## src/rtl/core/lzss_decompressor_core_macros.svh

```systemverilog
// Assertion shorthands shared by the decoder modules.
// Each expects i_clk and i_rst_n in the scope of the module that uses it.
`ifndef LZSS_DECOMPRESSOR_CORE_MACROS_SVH
`define LZSS_DECOMPRESSOR_CORE_MACROS_SVH

// Consequent checked in the same cycle as the antecedent.
`define LZD_ASSERT_NOW(label, ante, cons, msg) \
    label: assert property (@(posedge i_clk) disable iff (!i_rst_n) \
        (ante) |-> (cons)) else $error(msg);

// Consequent checked in the cycle after the antecedent.
`define LZD_ASSERT_NEXT(label, ante, cons, msg) \
    label: assert property (@(posedge i_clk) disable iff (!i_rst_n) \
        (ante) |=> (cons)) else $error(msg);

`endif

```

## src/rtl/core/lzd_pkg.sv

```systemverilog
package lzd_pkg;

    localparam int RING_DEPTH = 4096;
    localparam int RING_AW    = 12;
    localparam int FILL_W     = RING_AW + 1;
    localparam int MAX_MATCH  = 18;
    localparam int MATCH_BIAS = 3;
    localparam int REMAIN_W   = 5;

    localparam logic [7:0]         SPACE_CHAR = 8'h20;
    localparam logic [7:0]         FLAG_LOAD  = 8'hFF;
    localparam logic [RING_AW-1:0] WP_RESET   = RING_AW'(RING_DEPTH - MAX_MATCH);

    // Commands from the controller to the datapath.
    typedef struct packed {
        logic               init;
        logic               emit_lit;
        logic               set_src;
        logic [RING_AW-1:0] src;
        logic               copy_step;
        logic               copy_last;
    } t_dp_cmd;

    // Status from the datapath to the controller.
    typedef struct packed {
        logic out_free;
    } t_dp_stat;

endpackage

```

## src/rtl/core/lzd_in_if.sv

```systemverilog
interface lzd_in_if;
    logic       valid;
    logic       ready;
    logic [7:0] in_byte;
    logic       block_end;

    modport source (output valid, output in_byte, output block_end, input ready);
    modport sink   (input valid, input in_byte, input block_end, output ready);
endinterface

```

## src/rtl/core/lzd_ctrl.sv

```systemverilog
`include "lzss_decompressor_core_macros.svh"

module lzd_ctrl import lzd_pkg::*; (
    input  logic     i_clk,
    input  logic     i_rst_n,
    lzd_in_if.sink   i_in_ch,
    input  t_dp_stat i_stat,
    output t_dp_cmd  o_cmd
);

    typedef enum logic [0:0] {
        ST_IDLE,
        ST_COPY
    } t_state;

    t_state              r_state,    n_state;
    logic [15:0]         r_flags,    n_flags;
    logic                r_phase,    n_phase;
    logic [7:0]          r_pos_low,  n_pos_low;
    logic [REMAIN_W-1:0] r_remain,   n_remain;
    logic                r_end_pend, n_end_pend;
    logic                accept;

    assign i_in_ch.ready = (r_state == ST_IDLE) && i_stat.out_free;
    assign accept        = i_in_ch.valid && i_in_ch.ready;

    always_comb begin
        n_state    = r_state;
        n_flags    = r_flags;
        n_phase    = r_phase;
        n_pos_low  = r_pos_low;
        n_remain   = r_remain;
        n_end_pend = r_end_pend;
        o_cmd      = '0;

        unique case (r_state)
            ST_IDLE: begin
                if (accept) begin
                    if (r_phase) begin
                        o_cmd.set_src = 1'b1;
                        o_cmd.src     = {i_in_ch.in_byte[7:4], r_pos_low};
                        n_remain      = REMAIN_W'({1'b0, i_in_ch.in_byte[3:0]})
                                        + REMAIN_W'(MATCH_BIAS - 1);
                        n_flags       = r_flags >> 1;
                        n_phase       = 1'b0;
                        n_end_pend    = i_in_ch.block_end;
                        n_state       = ST_COPY;
                    end else if (!r_flags[8]) begin
                        n_flags = {FLAG_LOAD, i_in_ch.in_byte};
                    end else if (r_flags[0]) begin
                        o_cmd.emit_lit = 1'b1;
                        n_flags        = r_flags >> 1;
                    end else begin
                        n_pos_low = i_in_ch.in_byte;
                        n_phase   = 1'b1;
                    end
                    // A block ending mid-token drops the token; a match runs on first.
                    if (i_in_ch.block_end && !r_phase) begin
                        o_cmd.init = 1'b1;
                        n_flags    = '0;
                        n_phase    = 1'b0;
                        n_pos_low  = '0;
                    end
                end
            end
            ST_COPY: begin
                if (i_stat.out_free) begin
                    o_cmd.copy_step = 1'b1;
                    o_cmd.copy_last = (r_remain == '0);
                    n_remain        = r_remain - REMAIN_W'(1);
                    if (r_remain == '0) begin
                        n_state = ST_IDLE;
                        if (r_end_pend) begin
                            o_cmd.init = 1'b1;
                            n_flags    = '0;
                            n_phase    = 1'b0;
                            n_pos_low  = '0;
                            n_end_pend = 1'b0;
                        end
                    end
                end
            end
            default: n_state = ST_IDLE;
        endcase
    end

    always_ff @(posedge i_clk) begin
        if (!i_rst_n) begin
            r_state    <= ST_IDLE;
            r_flags    <= '0;
            r_phase    <= 1'b0;
            r_pos_low  <= '0;
            r_remain   <= '0;
            r_end_pend <= 1'b0;
        end else begin
            r_state    <= n_state;
            r_flags    <= n_flags;
            r_phase    <= n_phase;
            r_pos_low  <= n_pos_low;
            r_remain   <= n_remain;
            r_end_pend <= n_end_pend;
        end
    end

    `LZD_ASSERT_NEXT(a_remain_count, (r_state == ST_COPY) && o_cmd.copy_step && (r_remain != '0), r_remain == $past(r_remain) - REMAIN_W'(1), "copy count did not step down")
    `LZD_ASSERT_NEXT(a_last_to_idle, o_cmd.copy_step && o_cmd.copy_last, r_state == ST_IDLE, "copy did not end after its last beat")
    `LZD_ASSERT_NOW(a_lit_needs_flag, o_cmd.emit_lit, r_flags[8] && r_flags[0], "literal emitted without a literal flag bit")

endmodule

```

## src/flat_wrapper.sv

```systemverilog
// flat-port wrapper written by rule: the top's interface ports become plain ports
module lzd_ctrl_flat import lzd_pkg::*;
  (i_clk, i_rst_n, i_stat, o_cmd, i_in_ch_valid, i_in_ch_in_byte, i_in_ch_block_end, i_in_ch_ready);
  lzd_in_if i_in_ch_i ();
  input  logic i_clk;
  input  logic i_rst_n;
  input  t_dp_stat i_stat;
  output t_dp_cmd o_cmd;
  input wire logic [$bits(i_in_ch_i.valid)-1:0] i_in_ch_valid;
  input wire logic [$bits(i_in_ch_i.in_byte)-1:0] i_in_ch_in_byte;
  input wire logic [$bits(i_in_ch_i.block_end)-1:0] i_in_ch_block_end;
  output wire logic [$bits(i_in_ch_i.ready)-1:0] i_in_ch_ready;
  assign i_in_ch_i.valid = i_in_ch_valid;
  assign i_in_ch_i.in_byte = i_in_ch_in_byte;
  assign i_in_ch_i.block_end = i_in_ch_block_end;
  assign i_in_ch_ready = i_in_ch_i.ready;
  lzd_ctrl u_core (.i_clk(i_clk), .i_rst_n(i_rst_n), .i_in_ch(i_in_ch_i), .i_stat(i_stat), .o_cmd(o_cmd));
endmodule
```

## config.mk

```make
export PLATFORM = sky130hd
export DESIGN_NAME = lzd_ctrl_flat
export DESIGN_NICKNAME = d
export VERILOG_FILES = /design/src/rtl/core/lzd_pkg.sv /design/src/rtl/core/lzd_in_if.sv /design/src/rtl/core/lzd_ctrl.sv /design/src/flat_wrapper.sv
export VERILOG_INCLUDE_DIRS = /design/src /design/src/rtl/core
export SDC_FILE = /design/constraint.sdc
export NUM_CORES = 1
export LEC_CHECK = 0
export ABC_AREA = 1
export BUFFER_PORTS_ARGS = -buffer_cell sky130_fd_sc_hd__buf_2
export CAP_MARGIN = 20
export CORE_UTILIZATION = 40
export CTS_BUF_LIST = sky130_fd_sc_hd__clkbuf_8
export CTS_CLUSTER_SIZE = 14
export DETAILED_ROUTE_END_ITERATION = 6
export PLACE_DENSITY_LB_ADDON = 0.25
export SLEW_MARGIN = 15
export SYNTH_ARGS = -nofsm -noshare
export SYNTH_HDL_FRONTEND = slang
export SYNTH_SLANG_ARGS = --single-unit
```

## constraint.sdc

```tcl
create_clock -name i_clk -period 3.2 [get_ports i_clk]
set_input_delay 0.32 -clock i_clk [delete_from_list [all_inputs] [get_ports i_clk]]
set_output_delay 0.32 -clock i_clk [all_outputs]
set_load 0.01 [all_outputs]
```

Yosys cells after proc, flatten, opt, wreduce, memory -nomap -nowiden:

Index checks and enable logic that the tools add are counted.

* register bits: 32
* input bits: 13
* word-level logic and storage cells: 83

* add/sub/neg operators: 2
* equal/unequal tests: 9
* mux-type cells: 54
* bitwise logic cells: 1
* reductions and logical operators: 10

Operators with widths (count)
* 16-bit two-way mux: 8
* 8-bit two-way mux: 8
* 16-bit one-hot mux with 2 select lines: 1
* 1-bit two-way mux: 23
* 8-bit one-hot mux with 2 select lines: 1
* 15-bit two-way mux: 1
* 5-bit two-way mux: 3
* 14-bit two-way mux: 1
* 13-bit two-way mux: 1
* 5-bit one-hot mux with 2 select lines: 1
* 1-bit one-hot mux with 2 select lines: 4
* 4-bit AND reduction: 2
* 7-bit AND reduction: 1
* 2-bit != test, second input constant: 3
* 3-bit != test, second input constant: 2
* 4-bit by 2-bit adder with 5-bit output, second input constant: 1
* 5-bit zero test: 1
* 5-bit != test, second input constant: 1
* 5-bit AND reduction: 1
* 5-bit by 1-bit subtractor with 5-bit output, second input constant: 1
* 2-bit two-way mux: 2
* 2-bit by 1-bit != test with 1-bit output, second input constant: 2
* 1-bit logical AND: 3
* 3-bit by 2-bit != test with 1-bit output, second input constant: 1
* 3 further kinds: 3

Depth between registers and ports, before layout:

Gate-level depths: netlist (run 1).

* depth in word-level cells: 6
* depth in mapped cells: 10
* gate-level depth less buffers: 9

Worst setup path after synthesis (run 1):

No wires, ideal clock.

* kind: flip-flop to output port
* start: reg u_core.r_state
* end: out o_cmd[15] (netlist bit)
* data arrival time: 1.121 ns
* required time: 2.880 ns
* path slack: 1.759 ns
* stages on the path, launching flop included: 5
* buffers on the path: 1
* cell sequence: dfxtp_1 inv_2 nand3_1 clkbuf_1 nor4_1

RTL lines
* from (decl): RTL line lzd_ctrl.sv:16 `t_state r_state, n_state;`
* from (signal assigned): RTL line lzd_ctrl.sv:96 `r_state <= n_state;`
* to (decl): RTL line flat_wrapper.sv:8 `output t_dp_cmd o_cmd;`

Final worst setup path (run 1):

* start: reg u_core.r_state
* end: reg u_core.r_pos_low[6]

* word-level cells in the longest chain between the ends: 5
* elaborated cells on any way between the ends: 12

Ends and longest elaborated chain
* 1-bit NOT
* 1-bit logical AND: RTL line lzd_ctrl.sv:24 `assign i_in_ch.ready = (r_state == ST_IDLE) && i_stat.out_free;`
* 1-bit logical AND: RTL line lzd_ctrl.sv:25 `assign accept = i_in_ch.valid && i_in_ch.ready;`
* 2-bit by 1-bit != test with 1-bit output (no line)
* 7-bit AND reduction (no line)
* to (signal assigned): RTL line lzd_ctrl.sv:99 `r_pos_low <= n_pos_low;`
* to (decl): RTL line lzd_ctrl.sv:19 `logic [7:0] r_pos_low, n_pos_low;`

Parallel ways exist; a longest one is shown, timed or not.
A chain may end at the register's enable or synchronous reset.

==> reports/qor.csv, run 1 <==
stage,metric,value,unit
critical_path,path_class,reg -> reg,
floorplan,num_rows,24,
finish,area_growth,12.76,%
yosys,postSynthCellCount,311,
grt,overflow,0,
timing,finalHoldViolations,0,
power_and_ir_drop,leakagePower,1.071,nW
power_and_ir_drop,comb_power_share,20.6,%
timing,setup_violations,0,
power_and_ir_drop,p_seq_share,45.8,%
critical_path,worstPathRequired,3.38,ns
power_and_ir_drop,power_density,454.7,nW/um^2
finish,multi_input_area,1069,sq um
floorplan,coreArea,4474,sq um
cts,cts_resized,0,
yosys,synth_cell_type_count,28,
detailed_routing,wl_per_cell,11.14,um
timing,grt_setup_unrepaired,false,
finish,final_net_count,350,
power_and_ir_drop,switching_share,31.25,%
grt,grtUsageTotal,19.24,%
floorplan,ios,31,
grt,grt_pass1_wl,7741,um
critical_path,end_kind,flip-flop,
detailed_routing,ant_nets,0,
timing,finalSetupTns,0,ns
yosys,syn-cell-area,1902,sq um
floorplan,die-area,5035,sq um
cts,clkSinkCount,32,
yosys,synth.avg_cell_area,6.115,sq um
power_and_ir_drop,power.clock.fraction,33.5,%
placement,dp_hpwl,3158,um
detailed_routing,firstDrtPassIters,6,
cts,cts-hold-fix-buffers,0,
timing,drv_slew,0,
detailed_routing,finalWirelength,4323,um
finish,register_area,640.6,sq um
finish,antenna_cells,0,
critical_path,critPathArrivalTime,2.22,ns
yosys,synthTopCellsByArea,"dfxtp_1 (34%), nand2_1 (15%), nor2_1 (12%), nand3_1 (8.4%), a21oi_1 (6.1%)",
run_status,violations,design-rule violations,
timing,fin_crit_sh,63.80,%
min_path,hold_class,in -> reg,
cts,cts_tree,yes,
detailed_routing,vias_per_cell,5.052,
power_and_ir_drop,p_sw,0.0003047,W
grt,grt_pass1_vias,1730,
power_and_ir_drop,vdd_drop_max,0.2058,mV
timing,slew_headroom,55.25,%
cts,clk_latency,0.29,ns
yosys,yosys_warnings,0,
timing,fmax,489.8,MHz
grt,grt_max_degree,33,
cts,cts_setup_buffers,0,
yosys,synth_fp_nets,326,
cts,cts_max_path_buffers,2,
floorplan,start_util,42.51,%
yosys,ys_seq_area_share,33.68,%
cts,htreeDepth,2,
yosys,synth_seq_cells,32,
placement,place.port_buffers,30,
placement,gp_congestion,0.8149,
cts,numCtsBuffers,5,
detailed_routing,num_vias,1960,
finish,fill_cells,496,
yosys,synth_top_area_share,33.68,%
critical_path,cp-start-kind,flip-flop,
power_and_ir_drop,p_int,0.0006704,W
finish,design_area,2145,sq um
floorplan,die_w,70.96,um
floorplan,dieHeight,70.96,um
cts,clkTransAtPathRegs,0.07,ns
timing,fin_crit,2.042,ns
flow_run,maxCapViolCount,0,
yosys,synth_largest_area_cell,dfxtp_1,
detailed_routing,drt_iter0_drc,152,
detailed_routing,drc_errors,2,
finish,utilization,47.93,%
critical_path,cp_max_fo,18,
placement,dpl-instance-area,2052,sq um
timing,tightest_slew,0.6688,ns
cts,cts_root_buf,clkbuf_8,
grt,grt_antenna_before_repair,0,
run_status,status,"finished, violations left",
finish,drive_gt1_share,17.86,%
timing,clock_skew,0.006547,ns
## cell type report
class	instances	share of cell area [%]
clock buffers	6	3.851
flip-flops and latches	32	29.87
clock inverters	2	0.4667
repair buffers	32	7.701
inverters	30	5.251
well taps	52	3.034
multi-input cells	234	49.82
## cell usage in the layout, fill, tap and decap left out, types with 3 or more instances in the layout
cell type / netlist / layout
nand2_1: 78 / 78
nor2_1: 60 / 60
nand3_1: 32 / 32
dfxtp_1: 32 / 32
buf_2: 7 / 30
inv_1: 26 / 26
a21oi_1: 23 / 23
o21ai_0: 10 / 10
or2_2: 6 / 6
clkbuf_8: 0 / 6
o21ai_1: 5 / 5
inv_2: 4 / 4
nand2_2: 3 / 3
## sequential cells by signal, indices dropped and copies added, names as in the netlist
register,flops
u_core.r_flags,16
u_core.r_pos_low,8
u_core.r_remain,5
u_core.r_end_pend,1
u_core.r_phase,1
u_core.r_state,1
## power by group through the flow
stage	clock network, W	logic (W)	registers, W
final	0.000327	0.000201	0.000447
after global routing	0.000361	0.000232	0.000451
after CTS	0.000338	0.000202	0.000447
after detailed placement	0	0.000201	0.000456
after global placement	0	0.000200	0.000456
after floorplan	0	0.000166	0.000449
## synth_stat cells (all sizes together)
library cell,count
nor4,1
nor2,64
xnor2,1
clkbuf,5
nor3,1
buf,10
ha,2
o22ai,1
a21oi,23
inv,30
nand3,33
or2,6
a21boi,1
nand4,2
dfxtp,32
o211ai,1
nand2,82
o21ai,16
## routing by layer
layer | GRT usage [%] | wire length [um] | up-vias
li1 | - | - | 1033
met1 | 26.81 | 2248 | 879
met2 | 29.06 | 1819 | 41
met3 | 4.986 | 198 | 7
met4 | 6.222 | 56 | 0
met5 | 0 | 0 | -
## worst max-delay path, stage by stage, from the launching register on
cell and delay, ns:
dfxtp_1 0.56, inv_2 0.18, nand3_1 0.11, buf_4 0.18, nand2_1 0.36, buf_4 0.34, a21oi_1 0.15, nor2_1 0.05
## metrics by stage
step	std cells	power (W)	hold slack (ns)	setup WS, ns
final	388	0.0009750	0.3116	1.158
after floorplan	311	0.0006151	0.4440	1.759
after global placement	380	0.0006561	0.4585	1.227
after global routing	388	0.001045	0.3554	0.9278
after CTS	388	0.0009864	0.3096	1.154
after detailed placement	380	0.0006565	0.4659	1.175
## logic make-up after synthesis
group	count (synthesis)	share of synthesized area [%]
AO/OA/AOI/OAI	42	11.58
XOR/XNOR	1	0.4606
adder cells (fa/ha/maj)	2	1.316
buffers and inverters	45	10.13
flip-flops	32	33.68
AND/OR/NAND/NOR	189	42.83
## final timing paths
path                                                         end                       startpoint  cells past startpoint  slack [ns]
worst max-delay path            u_core.r_pos_low[6]$_SDFFE_PN0P_        u_core.r_state$_SDFF_PN0_                      7        1.16
worst min-delay path              u_core.r_end_pend$_SDFFE_PN0P_                i_in_ch_block_end                      3        0.31
worst max register to register  u_core.r_pos_low[6]$_SDFFE_PN0P_        u_core.r_state$_SDFF_PN0_                      7        1.16
worst min register to register   u_core.r_flags[15]$_SDFFE_PN0P_  u_core.r_flags[15]$_SDFFE_PN0P_                      2        0.48
No activity file was read; power rests on OpenSTA's default activity.
==> inputs of run 2 (changes only) <==
==> constraint.sdc (replaced) <==
create_clock -name i_clk -period 1.9 [get_ports i_clk]
set_input_delay 0.19 -clock i_clk [delete_from_list [all_inputs] [get_ports i_clk]]
set_output_delay 0.19 -clock i_clk [all_outputs]
set_load 0.01 [all_outputs]
==> reports/qor.csv, run 2 (synthesis results as in run 1) <==
stage,metric,value,unit
floorplan,coreArea,4474,sq um
floorplan,ios,31,
timing,setup_violations,0,
power_and_ir_drop,switching_share,31.34,%
grt,overflow,0,
finish,multi_input_area,1069,sq um
detailed_routing,vias_per_cell,4.885,
detailed_routing,firstDrtPassIters,6,
critical_path,path_class,reg -> out,
cts,numCtsBuffers,5,
placement,dp_hpwl,3154,um
critical_path,worstPathRequired,1.71,ns
cts,cts_tree,yes,
critical_path,crit_family,buffers and inverters,
grt,grt_pass1_vias,1683,
grt,grt_pass1_wl,7521,um
critical_path,slowest_delay,0.35,ns
detailed_routing,finalWirelength,4437,um
cts,cts-hold-fix-buffers,0,
grt,grtUsageTotal,18.81,%
critical_path,cp_max_fo,12,
detailed_routing,wl_per_cell,11.29,um
power_and_ir_drop,p_int,0.001102,W
timing,tightest_slew,0.5793,ns
floorplan,num_rows,24,
finish,register_area,640.6,sq um
placement,place.port_buffers,30,
timing,finalHoldViolations,0,
cts,clk_latency,0.28,ns
min_path,hold_class,in -> reg,
finish,final_common_cell,nand2_1,
detailed_routing,drc_errors,2,
finish,fill_cells,465,
finish,utilization,48.88,%
detailed_routing,drt_iter0_drc,145,
cts,cts_root_buf,clkbuf_8,
timing,whs,0.1945,ns
critical_path,critPathArrivalTime,1.54,ns
timing,drv_slew,0,
finish,antenna_cells,0,
timing,clock_skew,0.003227,ns
power_and_ir_drop,vdd_drop_max,0.3517,mV
timing,fin_crit,1.726,ns
timing,grt_setup_unrepaired,false,
floorplan,start_util,42.51,%
cts,clkTransAtPathRegs,0.06,ns
power_and_ir_drop,comb_power_share,22.8,%
cts,clkSinkCount,32,
critical_path,cp_slowest_cell,dfxtp_1,
timing,slew_headroom,61.24,%
timing,fmax,579.4,MHz
placement,gp_congestion,0.8664,
finish,final_net_count,356,
finish,layout_common_cells,"nand2_1 (78), nor2_1 (60), nand3_1 (32), dfxtp_1 (32), buf_2 (30)",
power_and_ir_drop,p_sw,0.0005029,W
detailed_routing,ant_nets,0,
finish,max_flop_register,u_core.r_flags,
critical_path,cp-start-kind,flip-flop,
finish,area_growth,15.00,%
cts,cts_max_path_buffers,2,
floorplan,die_w,70.96,um
floorplan,die-area,5035,sq um
cts,cts_resized,0,
finish,largest_reg_flops,16,
finish,drive_gt1_share,18.77,%
power_and_ir_drop,p_seq_share,46.7,%
finish,reg_top3,"u_core.r_flags (16), u_core.r_pos_low (8), u_core.r_remain (5)",
cts,cts_setup_buffers,0,
power_and_ir_drop,power_density,733.7,nW/um^2
power_and_ir_drop,leakagePower,1.098,nW
critical_path,worst-path-buf-inv,3,
critical_path,end_kind,output port,
grt,grt_max_degree,33,
timing,fin_crit_sh,90.83,%
detailed_routing,num_vias,1920,
power_and_ir_drop,power.clock.fraction,30.6,%
timing,finalSetupTns,0,ns
run_status,status,"finished, violations left",
cts,htreeDepth,2,
critical_path,cp_cell_sequence,inv_2 > nand3_1 > buf_4 > nor4_1 > buf_2,
run_status,violations,design-rule violations,
floorplan,dieHeight,70.96,um
grt,grt_antenna_before_repair,0,
flow_run,maxCapViolCount,0,
run 2: cell types whose count changed in the layout (fill, tap and decap cells not counted):
cell | before | now
buf_4 | 2 | 7
buf_12 | 0 | 1
clkinv_2 | 2 | 1
inv_1 | 26 | 27
clkbuf_8 | 6 | 5
run 2: path summary, 6_finish.rpt:
kind,start,end,slack (ns),depth (start not counted)
setup / recovery,u_core.r_state$_SDFF_PN0_,o_cmd[15],0.17,5
hold / removal,i_in_ch_block_end,u_core.r_end_pend$_SDFFE_PN0P_,0.19,3
setup reg to reg,u_core.r_phase$_SDFFE_PN0P_,u_core.r_flags[4]$_SDFFE_PN0P_,0.34,8
hold reg to reg,u_core.r_flags[14]$_SDFFE_PN0P_,u_core.r_flags[14]$_SDFFE_PN0P_,0.48,2
run 2: power groups by stage:
| stage | Combinational (W) | Sequential, W | Clock, W |
|---|---|---|---|
| 2_1_floorplan | 0.000280 | 0.000756 | 0 |
| 3_3_place_gp | 0.000364 | 0.000763 | 0 |
| 3_5_place_dp | 0.000364 | 0.000763 | 0 |
| 4_1_cts | 0.000366 | 0.000748 | 0.000507 |
| 5_1_grt | 0.000418 | 0.000755 | 0.000532 |
| 6_report | 0.000365 | 0.000749 | 0.000491 |
run 2: final cells by class:
type	instances	share of cell area (%)
Clock buffer	5	3.146
Clock inverter	2	0.4005
Inverter	30	5.149
Multi-Input combinational cell	234	48.86
Sequential cell	32	29.29
Tap cell	52	2.975
Timing Repair Buffer	38	10.18
run 2: per-stage QoR:
step / setup WS [ns] / total power (W) / cell area (sq um) / instances
after floorplan: 0.5503 / 0.001036 / 1902 / 311
after global placement: 0.3671 / 0.001127 / 2110 / 386
after detailed placement: 0.3683 / 0.001128 / 2110 / 386
after CTS: 0.1811 / 0.001621 / 2187 / 393
after global routing: 0.1233 / 0.001705 / 2187 / 393
final: 0.1741 / 0.001605 / 2187 / 393
run 2: metal layers:
| layer | wire [um] | GRT usage, % | vias to the layer above | part of all wire [%] |
|---|---|---|---|---|
| met5 | 0 | 0 | - | 0 |
| met4 | 65 | 7.111 | 0 | 1.5 |
| met3 | 159 | 4.843 | 6 | 3.6 |
| met2 | 1900 | 28.95 | 31 | 43 |
| met1 | 2312 | 25.38 | 846 | 52 |
| li1 | - | - | 1037 | - |
run 2: worst register-to-register path: stages (launching register included):
cell and delay, ns:
dfxtp_1 0.46, inv_2 0.11, nand2_2 0.09, nand2_2 0.10
inv_2 0.26, nand2_2 0.16, o21ai_1 0.16, nor2_1 0.05
nor2_1 0.11
==> inputs of run 3 (changes only) <==
--- a/config.mk
+++ b/config.mk
@@ -9,7 +9,9 @@
 export ABC_AREA = 1
 export BUFFER_PORTS_ARGS = -buffer_cell sky130_fd_sc_hd__buf_2
 export CAP_MARGIN = 20
-export CORE_UTILIZATION = 40
+export CELL_PAD_IN_SITES_DETAIL_PLACEMENT = 0
+export CELL_PAD_IN_SITES_GLOBAL_PLACEMENT = 2
+export CORE_UTILIZATION = 30
 export CTS_BUF_LIST = sky130_fd_sc_hd__clkbuf_8
 export CTS_CLUSTER_SIZE = 14
 export DETAILED_ROUTE_END_ITERATION = 6
==> reports/qor.csv, run 3 (synthesis results as in run 1) <==
stage,metric,value,unit
run_status,status,finished clean,
finish,multi_input_area,1069,sq um
floorplan,die_w,81.62,um
grt,grt_max_degree,33,
finish,drive_gt1_share,20.00,%
power_and_ir_drop,p_int,0.001188,W
min_path,holdPathEnd,u_core.r_end_pend$_SDFFE_PN0P_,
detailed_routing,drt_iter0_drc,82,
power_and_ir_drop,power.clock.fraction,34.2,%
power_and_ir_drop,comb_power_share,22.1,%
finish,final_net_count,360,
timing,finalSetupTns,0,ns
cts,cts_resized,0,
cts,cts_setup_buffers,0,
grt,overflow,0,
cts,htreeDepth,2,
finish,antenna_cells,0,
detailed_routing,num_vias,1907,
detailed_routing,firstDrtPassIters,4,
timing,clock_skew,0.003758,ns
critical_path,crit_start,u_core.r_state$_SDFF_PN0_,
floorplan,start_util,31.56,%
finish,fill_cells,703,
floorplan,die-area,6662,sq um
finish,layout_common_cells,"nand2_1 (78), nor2_1 (60), nand3_1 (32), dfxtp_1 (32), buf_2 (30)",
timing,setup_violations,0,
finish,largest_reg_flops,16,
critical_path,cp-start-kind,flip-flop,
cts,clkTransAtPathRegs,0.07,ns
finish,final_common_cell,nand2_1,
detailed_routing,ant_nets,0,
timing,finalHoldViolations,0,
detailed_routing,finalWirelength,4970,um
grt,grt_pass1_wl,8273,um
power_and_ir_drop,vdd_drop_max,0.2472,mV
critical_path,end_kind,output port,
timing,fin_crit,1.785,ns
placement,dp_cells,413,
cts,cts_root_buf,clkbuf_8,
finish,fin_cells,420,
finish,register_area,640.6,sq um
timing,grt_setup_unrepaired,false,
floorplan,ios,31,
timing,tightest_slew,0.6204,ns
floorplan,num_rows,28,
min_path,hp-start,i_in_ch_block_end,
critical_path,critPathArrivalTime,1.59,ns
power_and_ir_drop,p_sw,0.0005232,W
placement,place.port_buffers,30,
grt,grtUsageTotal,16.59,%
power_and_ir_drop,switching_share,30.58,%
critical_path,path_class,reg -> out,
finish,area_growth,19.08,%
timing,fin_crit_sh,93.94,%
detailed_routing,drc_errors,0,
cts,cts_max_path_buffers,2,
finish,max_flop_register,u_core.r_flags,
cts,cts_tree,yes,
critical_path,rrSetupSlack,0.30,ns
detailed_routing,wl_per_cell,11.83,um
timing,drv_slew,0,
critical_path,cp_max_fo,12,
power_and_ir_drop,leakagePower,1.123,nW
min_path,min_path_cells,3,
timing,fmax,560.3,MHz
cts,clk_latency,0.28,ns
placement,dp_hpwl,3617,um
critical_path,worstPathRequired,1.71,ns
floorplan,coreArea,6026,sq um
cts,numCtsBuffers,5,
critical_path,rr_endpoint,u_core.r_pos_low[1]$_SDFFE_PN0P_,
timing,slew_headroom,58.64,%
flow_run,maxCapViolCount,0,
placement,gp_congestion,0.7332,
cts,cts-hold-fix-buffers,0,
critical_path,r2r_start,u_core.r_state$_SDFF_PN0_,
grt,grt_pass1_vias,1777,
grt,grt_antenna_before_repair,0,
critical_path,reg2reg_depth,8,
cts,clkSinkCount,32,
floorplan,dieHeight,81.62,um
power_and_ir_drop,power_density,755.4,nW/um^2
power_and_ir_drop,p_seq_share,43.8,%
detailed_routing,vias_per_cell,4.540,
min_path,hold_class,in -> reg,
finish,reg_top3,"u_core.r_flags (16), u_core.r_pos_low (8), u_core.r_remain (5)",
-- run 3: cell count changes in the layout (fill, tap and decap cells not counted) --
cell      before  now
buf_4          7   11
clkinv_2       1    0
clkbuf_8       5    7
inv_1         27   26
-- run 3: power by group through the flow --
stage | Sequential, W | Combinational (W) | Clock (W)
after CTS | 0.000748 | 0.000382 | 0.000604
after detailed placement | 0.000763 | 0.000381 | 0
after global placement | 0.000764 | 0.000385 | 0
final | 0.000749 | 0.000378 | 0.000584
after floorplan | 0.000756 | 0.000280 | 0
after global routing | 0.000755 | 0.000434 | 0.000632
-- run 3: through the flow --
step / total power (W) / instance area [sq um] / setup slack (ns) / utilization (%) / hold WS [ns]
floorplan: 0.001036 / 1902 / 0.5503 / - / 0.3347
global placement: 0.001148 / 2168 / 0.3364 / 35.98 / 0.4562
detailed placement: 0.001145 / 2168 / 0.2877 / 35.98 / 0.4604
CTS: 0.001734 / 2265 / 0.1266 / 37.58 / 0.1799
global route: 0.001820 / 2265 / 0.04755 / 37.58 / 0.1908
finish: 0.001711 / 2265 / 0.1151 / 37.58 / 0.1872
-- run 3: worst max path at each step --
stage                                             endpoint  slack (ns)  depth (start not counted)
after global placement    u_core.r_pos_low[1]$_SDFFE_PN0P_        0.34                          8
after CTS                                        o_cmd[15]        0.13                          5
after global routing                             o_cmd[15]        0.05                          5
final                                            o_cmd[15]        0.12                          5
after floorplan           u_core.r_pos_low[2]$_SDFFE_PN0P_        0.55                          8
after detailed placement  u_core.r_pos_low[1]$_SDFFE_PN0P_        0.29                          8
-- run 3: per-layer routing --
layer  wire length, um  track usage, %  up-vias
li1                  -               -     1047
met1              2595           21.96      818
met2              2113           26.50       36
met3               213           3.889        6
met4                47           5.263        0
met5                 0               0        -
-- run 3: critical path: stages (launching register included) --
cell and delay (ns):
dfxtp_1 0.37, inv_2 0.20, nand3_1 0.12, buf_4 0.20
nor4_1 0.23, buf_2 0.19
-- run 3: final cells by class --
cell class	instances	area share, %
clock buffers	7	4.254
inverters	30	4.972
well taps	75	4.144
flip-flops and latches	32	28.29
multi-input cells	234	47.18
repair buffers	42	11.16
